### src/mlsrv_pkg.sv
// Shared types and constants for the queued mutex lock server.
package mlsrv_pkg;

    // Default number of waiter slots
    localparam int DEF_WAIT_DEPTH = 16;

    // Field widths
    localparam int ID_W   = 8;
    localparam int WHO_W  = 2 * ID_W;
    localparam int STAT_W = 3;

    // Request kinds carried in tuser
    localparam logic REQ_ACQUIRE = 1'b0;
    localparam logic REQ_RELEASE = 1'b1;

    // Result status codes
    typedef enum logic [STAT_W-1:0] {
        ST_GRANTED   = 3'd0,
        ST_HELD      = 3'd1,
        ST_QUEUED    = 3'd2,
        ST_HANDOVER  = 3'd3,
        ST_FREED     = 3'd4,
        ST_NOTHOLDER = 3'd5,
        ST_FULL      = 3'd6
    } t_status;

    // One request: client identity is {machine_id, mailbox}
    typedef struct packed {
        logic             req_type;
        logic [WHO_W-1:0] who;
    } t_request;

    // One result: named client is {reply_machine, reply_mailbox}
    typedef struct packed {
        logic             respond;
        t_status          status;
        logic [WHO_W-1:0] who;
    } t_result;

endpackage

### src/mlsrv_ram.sv
// Generic single-write, single-read RAM with registered read data.
module mlsrv_ram #(
    parameter int WIDTH = 16,
    parameter int DEPTH = 16,
    parameter int ADDR_W = (DEPTH > 1) ? $clog2(DEPTH) : 1
) (
    input  logic              i_clk,
    input  logic              i_wr_en,
    input  logic [ADDR_W-1:0] i_wr_addr,
    input  logic [WIDTH-1:0]  i_wr_data,
    input  logic [ADDR_W-1:0] i_rd_addr,
    output logic [WIDTH-1:0]  o_rd_data
);

    logic [WIDTH-1:0] r_mem [DEPTH];
    logic [WIDTH-1:0] r_rd_data;

    // Write port and registered read (old data on a same-address write)
    always_ff @(posedge i_clk) begin
        if (i_wr_en) begin
            r_mem[i_wr_addr] <= i_wr_data;
        end
        r_rd_data <= r_mem[i_rd_addr];
    end

    assign o_rd_data = r_rd_data;

endmodule

### src/mlsrv_engine.sv
// Lock state, owner compare and waiter queue; decides one request per cycle while i_fire is high.
module mlsrv_engine
    import mlsrv_pkg::*;
#(
    parameter int WAIT_DEPTH = DEF_WAIT_DEPTH
) (
    input  logic     i_clk,
    input  logic     i_rst_n,
    input  logic     i_fire,
    input  t_request i_req,
    output t_result  o_result
);

    localparam int PTR_W = (WAIT_DEPTH > 1) ? $clog2(WAIT_DEPTH) : 1;
    localparam int CNT_W = $clog2(WAIT_DEPTH + 1);
    localparam logic [PTR_W-1:0] LAST_PTR = PTR_W'(WAIT_DEPTH - 1);
    localparam logic [CNT_W-1:0] FULL_CNT = CNT_W'(WAIT_DEPTH);

    logic             r_busy, n_busy;
    logic [WHO_W-1:0] r_owner, n_owner;
    logic [PTR_W-1:0] r_head, n_head;
    logic [PTR_W-1:0] r_tail, n_tail;
    logic [CNT_W-1:0] r_count, n_count;
    logic             r_byp_valid;
    logic [WHO_W-1:0] r_byp_data;

    logic             holder;
    logic             q_full;
    logic             q_empty;
    logic             wr_en;
    logic [WHO_W-1:0] ram_rd_data;
    logic [WHO_W-1:0] head_who;
    logic [PTR_W-1:0] head_inc;
    logic [PTR_W-1:0] tail_inc;

    // Waiter storage; read address follows the next head pointer
    mlsrv_ram #(
        .WIDTH (WHO_W),
        .DEPTH (WAIT_DEPTH)
    ) u_waiters (
        .i_clk     (i_clk),
        .i_wr_en   (wr_en),
        .i_wr_addr (r_tail),
        .i_wr_data (i_req.who),
        .i_rd_addr (n_head),
        .o_rd_data (ram_rd_data)
    );

    // Oldest waiter, forwarded when it was written in the cycle it was read
    assign head_who = r_byp_valid ? r_byp_data : ram_rd_data;

    // Decide the request and the next lock state
    always_comb begin
        holder   = r_busy && (r_owner == i_req.who);
        q_full   = (r_count == FULL_CNT);
        q_empty  = (r_count == '0);
        head_inc = (r_head == LAST_PTR) ? '0 : r_head + 1'b1;
        tail_inc = (r_tail == LAST_PTR) ? '0 : r_tail + 1'b1;

        n_busy  = r_busy;
        n_owner = r_owner;
        n_head  = r_head;
        n_tail  = r_tail;
        n_count = r_count;
        wr_en   = 1'b0;

        o_result.respond = 1'b0;
        o_result.status  = ST_NOTHOLDER;
        o_result.who     = i_req.who;

        if (i_req.req_type == REQ_ACQUIRE) begin
            if (holder) begin
                o_result.respond = 1'b1;
                o_result.status  = ST_HELD;
            end else if (!r_busy) begin
                o_result.respond = 1'b1;
                o_result.status  = ST_GRANTED;
                n_busy  = 1'b1;
                n_owner = i_req.who;
            end else if (q_full) begin
                o_result.respond = 1'b1;
                o_result.status  = ST_FULL;
            end else begin
                o_result.status = ST_QUEUED;
                wr_en   = i_fire;
                n_tail  = tail_inc;
                n_count = r_count + 1'b1;
            end
        end else begin
            if (!holder) begin
                o_result.status = ST_NOTHOLDER;
            end else if (!q_empty) begin
                o_result.respond = 1'b1;
                o_result.status  = ST_HANDOVER;
                o_result.who     = head_who;
                n_owner = head_who;
                n_head  = head_inc;
                n_count = r_count - 1'b1;
            end else begin
                o_result.status = ST_FREED;
                n_busy  = 1'b0;
                n_owner = '0;
            end
        end

        // Hold state when no request is processed
        if (!i_fire) begin
            n_busy  = r_busy;
            n_owner = r_owner;
            n_head  = r_head;
            n_tail  = r_tail;
            n_count = r_count;
        end
    end

    // Advance lock state and the read forwarding register
    always_ff @(posedge i_clk) begin
        if (!i_rst_n) begin
            r_busy      <= 1'b0;
            r_owner     <= '0;
            r_head      <= '0;
            r_tail      <= '0;
            r_count     <= '0;
            r_byp_valid <= 1'b0;
        end else begin
            r_busy      <= n_busy;
            r_owner     <= n_owner;
            r_head      <= n_head;
            r_tail      <= n_tail;
            r_count     <= n_count;
            r_byp_valid <= wr_en && (r_tail == n_head);
        end
        r_byp_data <= i_req.who;
    end

`ifndef SYNTHESIS
    a_count_range: assert property (@(posedge i_clk) disable iff (!i_rst_n)
        r_count <= FULL_CNT)
        else $error("waiter count above queue depth");

    a_free_no_waiters: assert property (@(posedge i_clk) disable iff (!i_rst_n)
        !r_busy |-> (r_count == '0))
        else $error("waiters present while lock is free");

    a_empty_ptrs: assert property (@(posedge i_clk) disable iff (!i_rst_n)
        (r_count == '0) |-> (r_head == r_tail))
        else $error("head and tail differ on empty queue");

    a_handover_busy: assert property (@(posedge i_clk) disable iff (!i_rst_n)
        (i_fire && o_result.status == ST_HANDOVER) |=> r_busy)
        else $error("lock not held after handover");
`endif

endmodule

### src/requester_mutex_lock_server_core.sv
// Top level of the queued mutex lock server: stream ports, input and result registers.
//
// One request is accepted per clock unless the result stream stalls, and each produces
// exactly one result through the input register, then the result register; the lock
// state closes its loop through the owner compare and the waiter queue pointers, so
// back-to-back requests see each other's effect. The oldest waiter is kept ready at
// the RAM's registered read port, with forwarding for an entry written in the same
// cycle, so a handover needs no separate read. Up to WAIT_DEPTH clients can wait; an
// acquire beyond that is answered with queue full. The waiter RAM needs no clearing
// after reset. Results wait in the output register while the input side keeps
// accepting as long as a stage frees.
module requester_mutex_lock_server_core
    import mlsrv_pkg::*;
#(
    parameter int WAIT_DEPTH = DEF_WAIT_DEPTH
) (
    input  logic                i_clk,
    input  logic                i_rst_n,
    // Request stream
    input  logic                i_s_axis_tvalid,
    output logic                o_s_axis_tready,
    input  logic [WHO_W-1:0]    i_s_axis_tdata,   // [7:0] machine_id, [15:8] mailbox
    input  logic                i_s_axis_tuser,   // [0] req_type
    // Result stream
    output logic                o_m_axis_tvalid,
    input  logic                i_m_axis_tready,
    output logic [WHO_W-1:0]    o_m_axis_tdata,   // [7:0] reply_machine, [15:8] reply_mailbox
    output logic [STAT_W:0]     o_m_axis_tuser    // [0] respond, [3:1] status
);

    logic     r_in_valid;
    t_request r_in_req;
    logic     r_out_valid;
    t_result  r_out;

    logic     advance;
    logic     accept;
    logic     fire;
    t_result  result;

    assign advance         = !r_out_valid || i_m_axis_tready;
    assign o_s_axis_tready = !r_in_valid || advance;
    assign accept          = i_s_axis_tvalid && o_s_axis_tready;
    assign fire            = r_in_valid && advance;

    mlsrv_engine #(
        .WAIT_DEPTH (WAIT_DEPTH)
    ) u_engine (
        .i_clk    (i_clk),
        .i_rst_n  (i_rst_n),
        .i_fire   (fire),
        .i_req    (r_in_req),
        .o_result (result)
    );

    // Input register: capture a transfer, drop it once processed
    always_ff @(posedge i_clk) begin
        if (!i_rst_n) begin
            r_in_valid <= 1'b0;
        end else if (accept) begin
            r_in_valid <= 1'b1;
        end else if (advance) begin
            r_in_valid <= 1'b0;
        end
        if (accept) begin
            r_in_req.req_type <= i_s_axis_tuser;
            r_in_req.who      <= {i_s_axis_tdata[ID_W-1:0], i_s_axis_tdata[WHO_W-1:ID_W]};
        end
    end

    // Result register: hold until the downstream transfer completes
    always_ff @(posedge i_clk) begin
        if (!i_rst_n) begin
            r_out_valid <= 1'b0;
        end else if (advance) begin
            r_out_valid <= r_in_valid;
        end
        if (fire) begin
            r_out <= result;
        end
    end

    assign o_m_axis_tvalid = r_out_valid;
    assign o_m_axis_tdata  = {r_out.who[ID_W-1:0], r_out.who[WHO_W-1:ID_W]};
    assign o_m_axis_tuser  = {r_out.status, r_out.respond};

endmodule
### config.mk
export PLATFORM = sky130hd
export DESIGN_NAME = requester_mutex_lock_server_core
export DESIGN_NICKNAME = d
export VERILOG_FILES = /design/src/mlsrv_pkg.sv /design/src/mlsrv_ram.sv /design/src/mlsrv_engine.sv /design/src/requester_mutex_lock_server_core.sv
export SDC_FILE = /design/constraint.sdc
export NUM_CORES = 1
export LEC_CHECK = 0
export BUFFER_PORTS_ARGS = -buffer_cell sky130_fd_sc_hd__buf_2
export CORE_ASPECT_RATIO = 0.6
export CORE_UTILIZATION = 58
export CTS_BUF_LIST = sky130_fd_sc_hd__clkbuf_2 sky130_fd_sc_hd__clkbuf_4 sky130_fd_sc_hd__clkbuf_8
export DETAILED_ROUTE_END_ITERATION = 10
export PLACE_DENSITY = 0.78
export SLEW_MARGIN = 20
export SYNTH_ARGS = -nofsm -noshare
export SYNTH_HDL_FRONTEND = slang
export SYNTH_SLANG_ARGS = --single-unit
### constraint.sdc
create_clock -name i_clk -period 3.6 [get_ports i_clk]
set_input_delay 0.72 -clock i_clk [delete_from_list [all_inputs] [get_ports i_clk]]
set_output_delay 0.72 -clock i_clk [all_outputs]
set_load 0.02 [all_outputs]
==> metrics.txt, run 1 <==
post-synth top area cell edfxtp_1; area grow syn2layout 13.7%; sequential share of the synthesized area between 70 and 80%; Worst-path clk slew 60 ps; hold path start i_s_axis_tdata[12]; worst slew pin tran 1100 ps; post-synthesis compound-gate area fraction just over 9%; setup_tns 0 ps; top-area cell type share of the netlist area 61.6%; Die Area ~25000 µm²; CTS tree done; initial DRC count around 1.0k; Cell Pwr Density around 500 nW/µm²; Vias approximately 8.7k; DRT Wirelength approximately 32000 µm; post-synthesis register bit count about 360; simple-gate portion of the synthesized area 8.34%; f_max just under 300 MHz; fill count approximately 1.6k; first-pass GRT wire length 48700 µm; post-synthesis mux area share under 10%; n_diodes 0; pin count of the biggest net entering global routing 37; Post-synth EDFFs around 300; RSZ-0062 raised after global routing false; Vert. Die Dim roughly 120 µm; Critical Path Source r_in_req[1]$_DFFE_PP_; clock root cell clkbuf_8; Worst EP required ~4100 ps; cell count after synthesis slightly below 1k; final worst-path cycle share 93.7%; final instance area roughly 16000 µm²; DRT Pass-1 Iters 5; CP endpoint kind flip-flop; syn nets 999; syn avg cell area ~15 µm²; RR Startpoint r_in_req[1]$_DFFE_PP_; leakage dissipation 5.76 nW; clk_lat worst skew a little under 600 ps; core box area approximately 24000 µm²; vias per cell slightly above 6; # nets final 1102; crit path max fanout 36; GR Util All Layers a little over a quarter; Final Power about 8 mW; startpoint types flip-flop; Synth Area in XOR/XNOR between 1.5 and 2%; GRT overflow 0; Ports 43; hold_buf cts 0; most instantiated library cell after synthesis edfxtp_1; number of distinct library cells after synthesis 61; PortBufs 42; Placement Cell Area 15200 µm²; Synth Area in Adders less than 1%; asr flop ratio synth 0%; initial core utilization 59.1%; clock buffer depth 3; Top FF cell, synth edfxtp_1; Post-CTS Setup Bufs 0; Post-Syn Area around 14000 µm²; Rel. slew slack a little over a quarter; Max Cap Viol 0; DP HPWL between 20000 and 25000 µm; Max Slew Vio Count 0; CTS sink count around 360; post-route ant nets 0; status completed; Worst Skew 20.4 ps; CTS resizes 0; cts bufs inserted 49; Synth Warn # 0; DR DRC count 0; Final Wtd Congestion slightly below 0.9; Post-Place Worst Slack roughly 250 ps; die span in x between 200 and 250 µm; Row Count 44; Wirelength per Cell approximately 23 µm; largest family of logic cells by synthesized area compound AO/OA/AOI/OAI gates; H-tree levels 2; Final WS setup 228 ps; Worst VDD drop about 500 µV; Hold Crit Class in2reg; WS Path Type reg2reg; share of cells above drive strength 1 21.0%; antenna violations before repair 0; vias in the first global route approximately 8k; crit path DAT just under 4000 ps; top post-synthesis cells by count edfxtp_1 (293), nand2_1 (148), mux2i_1 (96); Setup violations, final 0; Final Hold Viols 0; top post-synthesis cells by area edfxtp_1 (62%), dfxtp_1 (9.1%), mux2i_1 (6.7%); Final min period 3370 ps
through the flow:
step	cells	hold slack (ps)	utilization, %
finish	1434	314	67.2
global route	1434	290	67.2
CTS	1433	290	67.2
detailed placement	1342	507	62.9
global placement	1342	500	62.9
floorplan	969	486	-
registers in the layout, indices dropped and copies added, names as in the netlist:
| name | flops |
|---|---|
| u_engine.u_waiters.r_mem | 256 |
| o_m_axis_tdata | 16 |
| u_engine.r_head | 4 |
| u_engine.r_byp_data | 16 |
| u_engine.r_busy | 1 |
| o_m_axis_tuser | 4 |
| u_engine.u_waiters.o_rd_data | 16 |
| o_m_axis_tvalid | 1 |
| r_in_req | 17 |
| u_engine.r_count | 5 |
| u_engine.r_owner | 16 |
| u_engine.r_byp_valid | 1 |
| u_engine.r_tail | 4 |
| r_in_valid | 1 |
final timing paths:
| check | to | slack [ps] | cells past startpoint |
|---|---|---|---|
| hold reg to reg | u_engine.r_owner[13]$_SDFFE_PN0P_ | 520 | 1 |
| setup reg to reg | u_engine.u_waiters.o_rd_data[12]$_DFF_P_ | 230 | 9 |
| setup / recovery | u_engine.u_waiters.o_rd_data[12]$_DFF_P_ | 230 | 9 |
| hold / removal | r_in_req[4]$_DFFE_PP_ | 310 | 1 |
power breakdown:
| part | internal (mW) | switching [mW] | leakage (nW) |
|---|---|---|---|
| sequential | 4.52 | 0.0258 | 3.19 |
| combinational | 0.0733 | 0.155 | 2.03 |
| clock | 1.72 | 1.47 | 0.543 |
| total | 6.31 | 1.65 | 5.76 |
logic make-up after synthesis:
family	count (synthesis)
compound gates	155
xor+xnor	27
fa+ha+maj	9
buf+inv	68
flops	358
mux	96
simple gates	256
cell usage in the layout, fill, tap and decap left out, types with 10 or more instances in the layout:
cell / netlist / layout
edfxtp_1: 293 / 293
nand2_1: 148 / 148
mux2i_1: 96 / 96
dfxtp_1: 65 / 65
buf_4: 10 / 63
clkbuf_8: 0 / 57
buf_2: 15 / 42
nand3_1: 36 / 36
xnor2_1: 23 / 23
o221ai_1: 20 / 20
o211a_1: 19 / 19
clkbuf_4: 0 / 19
o21ai_0: 17 / 17
a21oi_1: 16 / 15
a32oi_1: 15 / 15
a32o_1: 15 / 15
o311ai_0: 13 / 13
nor2_2: 0 / 12
and2_1: 10 / 10
clkinv_1: 1 / 10
o221ai_2: 10 / 10
worst max-delay path: stages, from the launching register on:
cell	delay (ps)
edfxtp_1	410
xnor2_1	380
nand4_1	340
nor4_4	490
and2_1	410
a21o_1	410
buf_12	250
nand2_1	80
a32oi_1	330
a32o_1	170
metal layers:
metal,vias to the layer above,global-route usage (%),part of all wire (%)
li1,3917,-,-
met2,455,36.8,43
met3,49,8.08,11
met5,-,0,0
met4,0,7.74,2.0
met1,4313,39.3,44
layout make-up:
cell class	count	area (µm²)	share of cell area, %
Multi-Input combinational cell	543	3890	24.0
Clock buffer	76	927	5.71
Clock inverter	15	98.8	0.609
Sequential cell	358	10100	62.2
Tap cell	322	403	2.48
Timing Repair Buffer	110	783	4.82
Inverter	10	37.5	0.231
Power figures use the tool's default switching activity.
==> inputs of run 2 (changes only) <==
CORE_UTILIZATION = 39   (was 58)
PLACE_DENSITY = not set   (was 0.78)
==> run 2 against run 1 <==
Net effect:
- combinational power hardly changed
- clock-buffer cell count is 4 lower
- die area is 48% higher
- design area is 2.0% higher
- critical endpoint is now u_engine.u_waiters.o_rd_data[10]$_DFF_P_
- non-clock buffer count stayed put
- sequential share of layout area is 1.2 points lower
- final cell count is 9.9% higher
- clock skew hardly changed
- largest cell class unchanged
- via count is 3.3% lower
- register-to-register slack better by 130 ps
- worst setup slack better by 130 ps
- largest power group unchanged
- flip-flop and latch count stayed put
==> metrics.txt, run 2 (synthesized netlist as in run 1, its figures left out) <==
Int Power 6.24 mW (was 6.31 mW); Final Hold Viols 0 (unchanged); Max Cap Viol 0 (unchanged); Register Area 10100 µm² (unchanged); RSZ-0062 raised after global routing false (unchanged); Multi-input gate area 3910 µm² (was 3890 µm²); Cell Pwr Density 480 nW/µm² (was 490 nW/µm²); initial core utilization 40.2% (was 59.1%); Die Area 37400 µm² (was 25300 µm²); antenna violations before repair 0 (unchanged); Hold Crit Class in2reg (unchanged); CP endpoint kind flip-flop (unchanged); Most flops, register u_engine.u_waiters.r_mem (unchanged); clock root cell clkbuf_8 (unchanged); cts bufs inserted 49 (unchanged); Post-CTS Setup Bufs 0 (unchanged); CTS sink count 358 (unchanged); Row Count 53 (was 44); Ports 43 (unchanged); Switching Power 1.72 mW (was 1.65 mW); crit path max fanout 46 (was 36); RR Startpoint r_in_req[11]$_DFFE_PP_ (was r_in_req[1]$_DFFE_PP_); H-tree levels 2 (unchanged); startpoint types flip-flop (unchanged); Worst VDD drop 287 µV (was 488 µV); n_diodes 0 (unchanged); GRT overflow 0 (unchanged); met3 wire len 2360 µm (was 3610 µm); commonest non-fill, non-tap cells in the layout edfxtp_1 (293), nand2_1 (148), mux2i_1 (96) (unchanged); Worst EP required 4080 ps (was 4110 ps); Setup violations, final 0 (unchanged); Critical Path Source r_in_req[11]$_DFFE_PP_ (was r_in_req[1]$_DFFE_PP_); clock buffer depth 3 (unchanged); clock power share 39.9% (was 40.0%); setup_tns 0 ps (unchanged); die span in x 249 µm (was 205 µm); initial DRC count 754 (was 1042); Final Power 7.95 mW (was 7.96 mW); hold slack 301 ps (was 314 ps); fill count 3117 (was 1590); Vias 8442 (was 8734); most common cell after layout, fill and taps aside edfxtp_1 (unchanged); Worst-path clk slew 70 ps (was 60 ps); leakage dissipation 5.80 nW (was 5.76 nW); Combinational Power Share 2.9% (about the same); DP HPWL 21900 µm (was 21300 µm); max reg flops 256 (unchanged); PortBufs 42 (unchanged); Wirelength per Cell 21.1 µm (was 22.5 µm); status completed (unchanged); Worst Skew 20.1 ps (was 20.4 ps); Largest regs u_engine.u_waiters.r_mem (256), r_in_req (17) (unchanged); CTS resizes 0 (unchanged); final worst-path cycle share 90.1% (was 93.7%); CTS tree done (unchanged); DRT Wirelength 33300 µm (was 32300 µm); post-route ant nets 0 (unchanged); area grow syn2layout 15.9% (was 13.7%); WS Path Type reg2reg (unchanged); worst slew pin tran 1110 ps (was 1100 ps); Vert. Die Dim 150 µm (was 124 µm); Final Wtd Congestion 0.803 (was 0.869); Final min period 3240 ps (was 3370 ps); pin count of the biggest net entering global routing 47 (was 37); sequential power share 57.2% (was 57.1%); f_max 308 MHz (was 297 MHz); clk_lat worst skew 600 ps (was 580 ps); Rel. slew slack 25.7% (was 26.4%); vias per cell 5.36 (was 6.09); # nets final 1102 (unchanged); Max Slew Vio Count 0 (unchanged); top layer reached by signal wires met4 (unchanged); GR Util All Layers 17.9% (was 26.3%); vias in the first global route 7812 (was 8244); hold path start i_s_axis_tdata[4] (was i_s_axis_tdata[12]); M1 wire length 17200 µm (was 14100 µm); Sw Share 21.6% (was 20.7%); DR DRC count 0 (unchanged); DRT Pass-1 Iters 5 (unchanged); WL met2 13100 µm (was 14000 µm); crit path DAT 3720 ps (was 3880 ps); first-pass GRT wire length 49800 µm (was 48700 µm); share of cells above drive strength 1 20.9% (was 21.0%); hold_buf cts 0 (unchanged); core box area 35500 µm² (was 24200 µm²)
==> run 2: worst paths after layout <==
check                                                   to  slack (ps)  cells after the start
setup / recovery  u_engine.u_waiters.o_rd_data[10]$_DFF_P_         360                     11
hold / removal                      r_in_req[12]$_DFFE_PP_         300                      1
setup reg to reg  u_engine.u_waiters.o_rd_data[10]$_DFF_P_         360                     11
hold reg to reg           u_engine.r_owner[6]$_SDFFE_PN0P_         520                      1
==> run 2: routing by layer <==
metal	vias up	track usage, %
met5	-	0
met2	263	23.5
met4	0	4.97
met1	4204	28.7
met3	55	4.22
li1	3920	-
==> run 2: area by class of cell <==
| type | instances | area share, % |
|---|---|---|
| clock buffers | 72 | 5.30 |
| repair buffers | 110 | 5.71 |
| inverters | 10 | 0.227 |
| clock inverters | 16 | 0.642 |
| multi-input cells | 543 | 23.6 |
| flip-flops and latches | 358 | 61.0 |
| well taps | 467 | 3.53 |
==> run 2: through the flow <==
| step | setup WS (ps) | utilization (%) | area [µm²] | cells |
|---|---|---|---|---|
| floorplan | 112 | - | 14300 | 969 |
| global placement | 391 | 43.8 | 15600 | 1488 |
| detailed placement | 356 | 43.8 | 15600 | 1488 |
| CTS | 406 | 46.6 | 16500 | 1576 |
| global route | 124 | 46.6 | 16600 | 1576 |
| finish | 355 | 46.6 | 16600 | 1576 |
==> run 2: power groups by stage <==
| stage | registers (mW) | clock network [mW] | logic, mW |
|---|---|---|---|
| CTS | 4.55 | 3.23 | 0.229 |
| global placement | 4.64 | 0 | 0.227 |
| detailed placement | 4.64 | 0 | 0.229 |
| global route | 4.55 | 3.42 | 0.250 |
| floorplan | 4.67 | 0 | 0.0851 |
| finish | 4.55 | 3.17 | 0.231 |
==> run 2: worst max-delay path: stages, from the launching register on <==
cell      delay (ps)
edfxtp_1         420
xnor2_1          540
nand4_1          270
nor4_4           330
buf_12           190
a21oi_1          140
a21oi_4          220
buf_12           170
buf_12           250
mux2i_1          250
a32oi_1           80
a32o_1           240
